[src/design/bpc_pkg.sv]
// shared types and constants for the button press classifier
`default_nettype none
package bpc_pkg;

  localparam int unsigned TimeW  = 32;
  localparam int unsigned CfgW   = 16;
  localparam int unsigned CfgIdxW = 2;
  localparam int unsigned InDataW  = 40;
  localparam int unsigned OutDataW = 8;

  localparam logic [CfgW-1:0] DebounceRst = 16'd50;
  localparam logic [CfgW-1:0] LongRst     = 16'd1500;
  localparam logic [CfgW-1:0] WindowRst   = 16'd300;

  typedef enum logic [CfgIdxW-1:0] {
    REG_DEBOUNCE = 2'd0,
    REG_LONG     = 2'd1,
    REG_WINDOW   = 2'd2
  } reg_idx_t;

  typedef enum logic [1:0] {
    KIND_NONE   = 2'd0,
    KIND_SINGLE = 2'd1,
    KIND_DOUBLE = 2'd2,
    KIND_LONG   = 2'd3
  } kind_t;

  typedef struct packed {
    logic             pin_level;
    logic [TimeW-1:0] time_ms;
  } sample_t;

  typedef struct packed {
    logic            wr;
    logic [CfgIdxW-1:0] idx;
    logic [CfgW-1:0] data;
  } cfg_wr_t;

endpackage
`default_nettype wire

[src/design/bpc_in_stage.sv]
// input register stage holding one sample word
`default_nettype none
module bpc_in_stage (
  input  wire                      clk,
  input  wire                      rst_n,
  input  wire                      in_tvalid,
  output logic                     in_tready,
  input  wire  [bpc_pkg::InDataW-1:0] in_tdata,
  input  wire                      advance,
  output logic                     s1_valid,
  output bpc_pkg::sample_t         s1_sample
);
  import bpc_pkg::*;

  logic    valid_r, valid_nxt;
  sample_t sample_r;

  assign in_tready = !valid_r || advance;
  assign valid_nxt = (in_tvalid && in_tready) || (valid_r && !advance);

  always_ff @(posedge clk) begin
    if (!rst_n) begin
      valid_r <= 1'b0;
    end else begin
      valid_r <= valid_nxt;
    end
  end

  always_ff @(posedge clk) begin
    if (in_tvalid && in_tready) begin
      sample_r.pin_level <= in_tdata[0];
      sample_r.time_ms   <= in_tdata[TimeW:1];
    end
  end

  assign s1_valid  = valid_r;
  assign s1_sample = sample_r;
endmodule
`default_nettype wire

[src/design/bpc_core.sv]
// press state, settings registers and the classification logic
`default_nettype none
module bpc_core (
  input  wire               clk,
  input  wire               rst_n,
  input  bpc_pkg::cfg_wr_t  cfg,
  input  wire               fire,
  input  bpc_pkg::sample_t  sample,
  output bpc_pkg::kind_t    kind
);
  import bpc_pkg::*;

  logic [CfgW-1:0]  debounce_r, long_r, window_r;
  logic             prev_level_r, prev_level_nxt;
  logic [TimeW-1:0] change_time_r, change_time_nxt;
  logic             is_held_r, is_held_nxt;
  logic [TimeW-1:0] hold_start_r, hold_start_nxt;
  logic [TimeW-1:0] release_time_r, release_time_nxt;
  logic [1:0]       release_count_r, release_count_nxt;
  logic             long_rep_r, long_rep_nxt;

  logic             level;
  logic [TimeW-1:0] now, since_change, since_hold, since_release;
  logic             press_start, long_hit, release_hit;

  always_ff @(posedge clk) begin
    if (!rst_n) begin
      debounce_r <= DebounceRst;
      long_r     <= LongRst;
      window_r   <= WindowRst;
    end else if (cfg.wr) begin
      case (cfg.idx)
        REG_DEBOUNCE: debounce_r <= cfg.data;
        REG_LONG:     long_r     <= cfg.data;
        REG_WINDOW:   window_r   <= cfg.data;
        default: ;
      endcase
    end
  end

  always_comb begin
    level = sample.pin_level;
    now   = sample.time_ms;
    kind  = KIND_NONE;

    prev_level_nxt    = level;
    change_time_nxt   = (level != prev_level_r) ? now : change_time_r;
    is_held_nxt       = is_held_r;
    hold_start_nxt    = hold_start_r;
    release_time_nxt  = release_time_r;
    release_count_nxt = release_count_r;
    long_rep_nxt      = long_rep_r;

    since_change = now - change_time_nxt;
    press_start  = 1'b0;
    long_hit     = 1'b0;
    release_hit  = 1'b0;
    since_hold   = '0;
    since_release = '0;

    if (since_change >= {{(TimeW-CfgW){1'b0}}, debounce_r}) begin
      press_start = !level && !is_held_r;
      if (press_start) begin
        is_held_nxt    = 1'b1;
        hold_start_nxt = now;
        long_rep_nxt   = 1'b0;
      end
      since_hold = now - hold_start_nxt;
      long_hit   = is_held_nxt && !level && !long_rep_nxt &&
                   (since_hold >= {{(TimeW-CfgW){1'b0}}, long_r});
      if (long_hit) begin
        long_rep_nxt      = 1'b1;
        release_count_nxt = 2'd0;
        kind              = KIND_LONG;
      end
      release_hit = level && is_held_nxt;
      if (release_hit) begin
        is_held_nxt = 1'b0;
        if (!long_rep_nxt) begin
          if (release_count_nxt != 2'd3) begin
            release_count_nxt = release_count_nxt + 2'd1;
          end
          release_time_nxt = now;
        end
      end
      since_release = now - release_time_nxt;
      if ((release_count_nxt != 2'd0) && !is_held_nxt &&
          (since_release >= {{(TimeW-CfgW){1'b0}}, window_r})) begin
        kind              = (release_count_nxt >= 2'd2) ? KIND_DOUBLE : KIND_SINGLE;
        release_count_nxt = 2'd0;
      end
    end
  end

  always_ff @(posedge clk) begin
    if (!rst_n) begin
      prev_level_r    <= 1'b1;
      change_time_r   <= '0;
      is_held_r       <= 1'b0;
      hold_start_r    <= '0;
      release_time_r  <= '0;
      release_count_r <= 2'd0;
      long_rep_r      <= 1'b0;
    end else if (fire) begin
      prev_level_r    <= prev_level_nxt;
      change_time_r   <= change_time_nxt;
      is_held_r       <= is_held_nxt;
      hold_start_r    <= hold_start_nxt;
      release_time_r  <= release_time_nxt;
      release_count_r <= release_count_nxt;
      long_rep_r      <= long_rep_nxt;
    end
  end
endmodule
`default_nettype wire

[src/design/bpc_out_reg.sv]
// result register feeding the output stream
`default_nettype none
module bpc_out_reg (
  input  wire                          clk,
  input  wire                          rst_n,
  input  wire                          fire,
  input  bpc_pkg::kind_t               kind,
  output logic                         advance,
  output logic                         out_tvalid,
  input  wire                          out_tready,
  output logic [bpc_pkg::OutDataW-1:0] out_tdata
);
  import bpc_pkg::*;

  logic  valid_r, valid_nxt;
  kind_t kind_r;

  assign advance   = !valid_r || out_tready;
  assign valid_nxt = fire || (valid_r && !out_tready);

  always_ff @(posedge clk) begin
    if (!rst_n) begin
      valid_r <= 1'b0;
    end else begin
      valid_r <= valid_nxt;
    end
  end

  always_ff @(posedge clk) begin
    if (fire) begin
      kind_r <= kind;
    end
  end

  assign out_tvalid = valid_r;
  assign out_tdata  = {{(OutDataW-2){1'b0}}, kind_r};
endmodule
`default_nettype wire

[src/design/button_press_classifier.sv]
// top level of the debounced single, double and long press classifier
//
//  channel | direction | word
//  in_     | slave     | tdata[0] pin_level, tdata[32:1] time_ms, tdata[39:33] zero
//  out_    | master    | tdata[1:0] press_kind, tdata[7:2] zero
//  cfg_    | slave     | cfg_index register, cfg_data 16-bit value
//
// one word per cycle while the output is not stalled; a sample enters the input
// register, and its result is then registered in the output register
// the state update is a single pass of compares and subtractions on 32 bits
// synchronous reset restores the press state and the default settings
// a stalled output holds the pipe; the input register still takes a word
// while the output register drains
`default_nettype none
module button_press_classifier (
  input  wire                          clk,
  input  wire                          rst_n,
  input  wire                          in_tvalid,
  output logic                         in_tready,
  input  wire  [bpc_pkg::InDataW-1:0]  in_tdata,   // pin_level, time_ms
  output logic                         out_tvalid,
  input  wire                          out_tready,
  output logic [bpc_pkg::OutDataW-1:0] out_tdata,  // press_kind
  input  wire                          cfg_valid,
  output logic                         cfg_ready,
  input  wire  [bpc_pkg::CfgIdxW-1:0]  cfg_index,
  input  wire  [bpc_pkg::CfgW-1:0]     cfg_data
);
  import bpc_pkg::*;

  logic    advance, s1_valid, fire;
  sample_t s1_sample;
  kind_t   kind;
  cfg_wr_t cfg;

  assign cfg_ready = 1'b1;
  assign cfg.wr    = cfg_valid && cfg_ready;
  assign cfg.idx   = cfg_index;
  assign cfg.data  = cfg_data;
  assign fire      = s1_valid && advance;

  bpc_in_stage u_in (
    .clk       (clk),
    .rst_n     (rst_n),
    .in_tvalid (in_tvalid),
    .in_tready (in_tready),
    .in_tdata  (in_tdata),
    .advance   (advance),
    .s1_valid  (s1_valid),
    .s1_sample (s1_sample)
  );

  bpc_core u_core (
    .clk    (clk),
    .rst_n  (rst_n),
    .cfg    (cfg),
    .fire   (fire),
    .sample (s1_sample),
    .kind   (kind)
  );

  bpc_out_reg u_out (
    .clk        (clk),
    .rst_n      (rst_n),
    .fire       (fire),
    .kind       (kind),
    .advance    (advance),
    .out_tvalid (out_tvalid),
    .out_tready (out_tready),
    .out_tdata  (out_tdata)
  );

  a_ready_when_empty: assert property (@(posedge clk) disable iff (!rst_n)
    !out_tvalid |-> in_tready)
    else $error("input stalled with empty output register");

  a_accept_loads: assert property (@(posedge clk) disable iff (!rst_n)
    in_tvalid && in_tready |=> s1_valid)
    else $error("accepted word missing from input register");

  a_result_follows: assert property (@(posedge clk) disable iff (!rst_n)
    fire |=> out_tvalid)
    else $error("result lost after classification");

  a_reset_empty: assert property (@(posedge clk)
    !rst_n |=> !out_tvalid && !s1_valid)
    else $error("pipeline not empty after reset");
endmodule
`default_nettype wire

[config.mk]
export PLATFORM = sky130hd
export DESIGN_NAME = button_press_classifier
export DESIGN_NICKNAME = d
export VERILOG_FILES = /design/src/design/bpc_pkg.sv /design/src/design/bpc_in_stage.sv /design/src/design/bpc_core.sv /design/src/design/bpc_out_reg.sv /design/src/design/button_press_classifier.sv
export SDC_FILE = /design/constraint.sdc
export NUM_CORES = 1
export LEC_CHECK = 0
export BUFFER_PORTS_ARGS = -buffer_cell sky130_fd_sc_hd__buf_2
export CAP_MARGIN = 20
export CORE_UTILIZATION = 38
export CTS_CLUSTER_DIAMETER = 60
export DETAILED_ROUTE_END_ITERATION = 8
export SYNTH_ARGS = -nofsm -noshare
export SYNTH_HDL_FRONTEND = slang
export SYNTH_SLANG_ARGS = --single-unit
[constraint.sdc]
create_clock -name clk -period 6.8 [get_ports clk]
set_input_delay 0.34 -clock clk [delete_from_list [all_inputs] [get_ports clk]]
set_output_delay 0.34 -clock clk [all_outputs]
set_load 0.02 [all_outputs]
==> impl_metrics.toml <==
[status]
status = "finished clean"

[floorplan]
initial_core_util_pct = 38.79
fp.dieArea_sq_mm = 0.04053
row_count = 72
pin_count = 74
die_x_um = 201.3
die_h_um = 201.3
core_sq_mm = 0.03892

[yosys]
yosys_warnings = 0
synth.distinct_cells = 95
synthFlopType = "dfxtp_1"
synth_edf_count = 35
postSynthAreaPerCell_sq_um = 8.285
synthArstFlopShare_pct = 0
syn_area_sq_mm = 0.01510
netlist_instances = 1822
yosysSeqAreaShare_pct = 26.99
ys_seq_elements = 186

[placed_design]
gp_congestion = 0.9676
io_buffers = 59
dp_hpwl_um = 32850

[clock_tree]
ctsResizeCount = 0
cts.sinks = 186
worst_skew_pair.late_latency_ns = 0.46
path_clk_slew_ns = 0.08
htreeDepth = 4
cts_tree = "done"
cts_buffers = 17
cts_buffer_depth = 2
postCtsSetupBuffers = 0
clockRootBuffer = "clkbuf_16"
cts_hold_buf = 0

[pwr]
p_switching_mw = 1.296
finalPower_mw = 3.495
leakage_nw = 7.017
powerDensity_mw_per_mm2 = 212.9
peakVddDrop_mv = 0.1696
clkPwrFrac_pct = 28.6
comb_power_share_pct = 35.9
internal_power_mw = 2.199
power_frac_seq_pct = 35.5
p_sw_share_pct = 37.07

[sta]
rsz0062_at_grt = "no"
tightest_slew_ns = 1.066
fmax_mhz = 158.6
post-route-period-util_pct = 92.74
drv_slew = 0
setup-violations-final = 0
hold_violations = 0
max_slew_margin_pct = 28.62
finalCriticalPeriod_ns = 6.306
finClkSkew_ns = 0.01538
setup_tns_ns = 0

[critical_path]
crit_chain = "or2_1 > o21ai_0 > ha_1 > inv_1 > ha_1 > a21oi_2 > nand2_2 > a21o_1 > a21oi_1 > o21bai_1 > a21oi_1 > xnor2_1 > ha_1 > and3_1 > o21ai_0 > o311ai_0 > a311oi_1 > o2111ai_1 > a2111oi_0 > o2111ai_1 > a2111oi_2 > nand3_1 > a22oi_1 > nor2_1"
crit_slowest_cell = "a2111oi_2"
path_delay_family = "compound AO/OA/AOI/OAI gates"
crit_buf_inv = 1
cp.depth = 24
crit_path_start_kind = "flop"
max_stage_delay_ns = 0.65
cp_data_arrival_time_ns = 6.51
crit_path_end_kind = "flop"
r2r_cells = 24
crit_path_max_fanout = 8
crit_required_ns = 7.01
critical_path_class = "reg -> reg"
crit_path_frequent_cell = "ha_1"

[layout]
final-seq-area_sq_mm = 0.004074
drive_gt1_share_pct = 8.587
multi_input_area_sq_mm = 0.01027
diodes = 0
n_fill_cell = 3931
final_nets = 2020
area_growth_pct = 8.777

[route]
drt-initial-drc-count = 917
ant_nets = 0
dr.pass1.iters = 5
drc = 0
avgRoutedWirePerCell_um = 17.68
wirelength_um = 41700
vias_per_cell = 5.716
dr_total_vias = 13480

[job]
drv_cap = 0

[worst_hold_path]
whs_path_depth = 1
hp-class = "in -> reg"

[global_routing]
grt_start_max_net_pins = 85
antenna_found_initial = 0
overflow = 0
grt_pass1_wl_um = 66540
grt_pass1_vias = 12490
grt_use_total_pct = 20.51
[cells in the mapped netlist (all sizes together), types with 7 or more instances]
| cell | number | area [sq um] |
|---|---|---|
| nand2 | 269 | 1012 |
| dfxtp | 151 | 3023 |
| ha | 128 | 1602 |
| a21oi | 108 | 544.3 |
| mux2i | 97 | 970.9 |
| inv | 91 | 341.6 |
| o21ai | 80 | 404.1 |
| nor2 | 75 | 284.0 |
| clkbuf | 66 | 247.7 |
| o211a | 65 | 650.6 |
| a21boi | 56 | 420.4 |
| nor2b | 43 | 269.0 |
| xnor2 | 43 | 376.6 |
| a21o | 36 | 270.3 |
| buf | 35 | 217.7 |
| edfxtp | 35 | 1051 |
| o211ai | 35 | 267.8 |
| nand2b | 30 | 187.7 |
| nor3 | 30 | 165.2 |
| xor2 | 28 | 252.8 |
| nand3 | 24 | 120.1 |
| o21a | 24 | 180.2 |
| nand4 | 22 | 137.6 |
| a211oi | 16 | 125.1 |
| and3 | 15 | 93.84 |
| a2111oi | 13 | 126.4 |
| and2 | 13 | 81.33 |
| nor4 | 13 | 96.34 |
| and4 | 11 | 96.34 |
| a31oi | 10 | 62.56 |
| a221oi | 9 | 85.08 |
| o21bai | 9 | 67.56 |
| o2111ai | 8 | 70.07 |
| or2 | 8 | 50.05 |
| or3 | 8 | 50.05 |
| nand3b | 7 | 52.55 |
| o22ai | 7 | 43.79 |
| o311ai | 7 | 96.34 |
| o31ai | 7 | 52.55 |
[power groups by stage]
| stage | registers (mW) | logic, mW | clock network (mW) |
|---|---|---|---|
| floorplan | 1.24 | 0.953 | 0 |
| global placement | 1.26 | 1.22 | 0 |
| detailed placement | 1.27 | 1.24 | 0 |
| CTS | 1.24 | 1.25 | 1.03 |
| global route | 1.25 | 1.40 | 1.07 |
| finish | 1.24 | 1.25 | 0.999 |
[layout by cell type, fill, tap and decap left out, drive strengths merged, types with 56 or more instances in the layout]
| cell | instances |
|---|---|
| ha | 128 |
| mux2i | 97 |
| o211a | 65 |
| nand2 | 269 |
| a21boi | 56 |
| inv | 99 |
| a21oi | 108 |
| o21ai | 80 |
| nor2 | 75 |
| buf | 82 |
| dfxtp | 151 |
[worst paths after layout]
path / from / to / slack (ns)
max: u_in.s1_sample[32]$_DFFE_PP_ / u_out.kind_r[1]$_SDFFCE_PN0P_ / 0.49
min: in_tdata[12] / u_in.s1_sample[11]$_DFFE_PP_ / 0.04
max reg2reg: u_in.s1_sample[32]$_DFFE_PP_ / u_out.kind_r[1]$_SDFFCE_PN0P_ / 0.49
min reg2reg: u_core.change_time_r[3]$_SDFFE_PN0P_ / u_core.change_time_r[3]$_SDFFE_PN0P_ / 0.47
[through the flow]
step,hold slack [ns],util [%],area (sq um),instances,setup WS [ns]
floorplan,0.4389,-,15110,1827,0.4121
global placement,0.4517,40.63,15810,2325,0.6299
detailed placement,0.4588,40.70,15840,2326,0.5437
CTS,0.02445,42.19,16420,2358,0.5229
global route,0.02738,42.19,16420,2358,0.08446
finish,0.04491,42.19,16420,2358,0.4940
[registers in the layout, summed over array words and instances (netlist names), 2 cells and up]
| register | flops |
|---|---|
| u_core.hold_start_r | 32 |
| u_out.kind_r | 2 |
| u_in.s1_sample | 33 |
| u_core.change_time_r | 32 |
| u_core.release_time_r | 32 |
| u_core.long_r | 16 |
| u_core.debounce_r | 16 |
| u_core.release_count_r | 2 |
| u_core.window_r | 16 |
[kinds of logic after synthesis]
| group | share of synthesized area [%] |
|---|---|
| XOR/XNOR | 4.169 |
| adder cells (fa/ha/maj) | 11.21 |
| other | 0.04975 |
| multiplexers | 6.730 |
| AND/OR/NAND/NOR | 18.72 |
| buffers and inverters | 5.346 |
| AO/OA/AOI/OAI | 26.79 |
| flip-flops | 26.99 |
[layout make-up]
cell class / instances / area share [%]
multi-input cells: 1449 / 62.55
repair buffers: 82 / 3.063
inverters: 91 / 2.080
flip-flops and latches: 186 / 24.81
clock buffers: 19 / 2.766
clock inverters: 13 / 0.7848
well taps: 518 / 3.947
[per-layer routing]
metal  track usage, %  vias to the layer above  share of wire (%)
li1                 -                     6675                  -
met1            27.53                     6485                 48
met2            34.42                      277                 47
met3            2.025                       42                3.0
met4            6.602                        0                2.1
met5                0                        -                  0
Power figures use the tool's default switching activity.
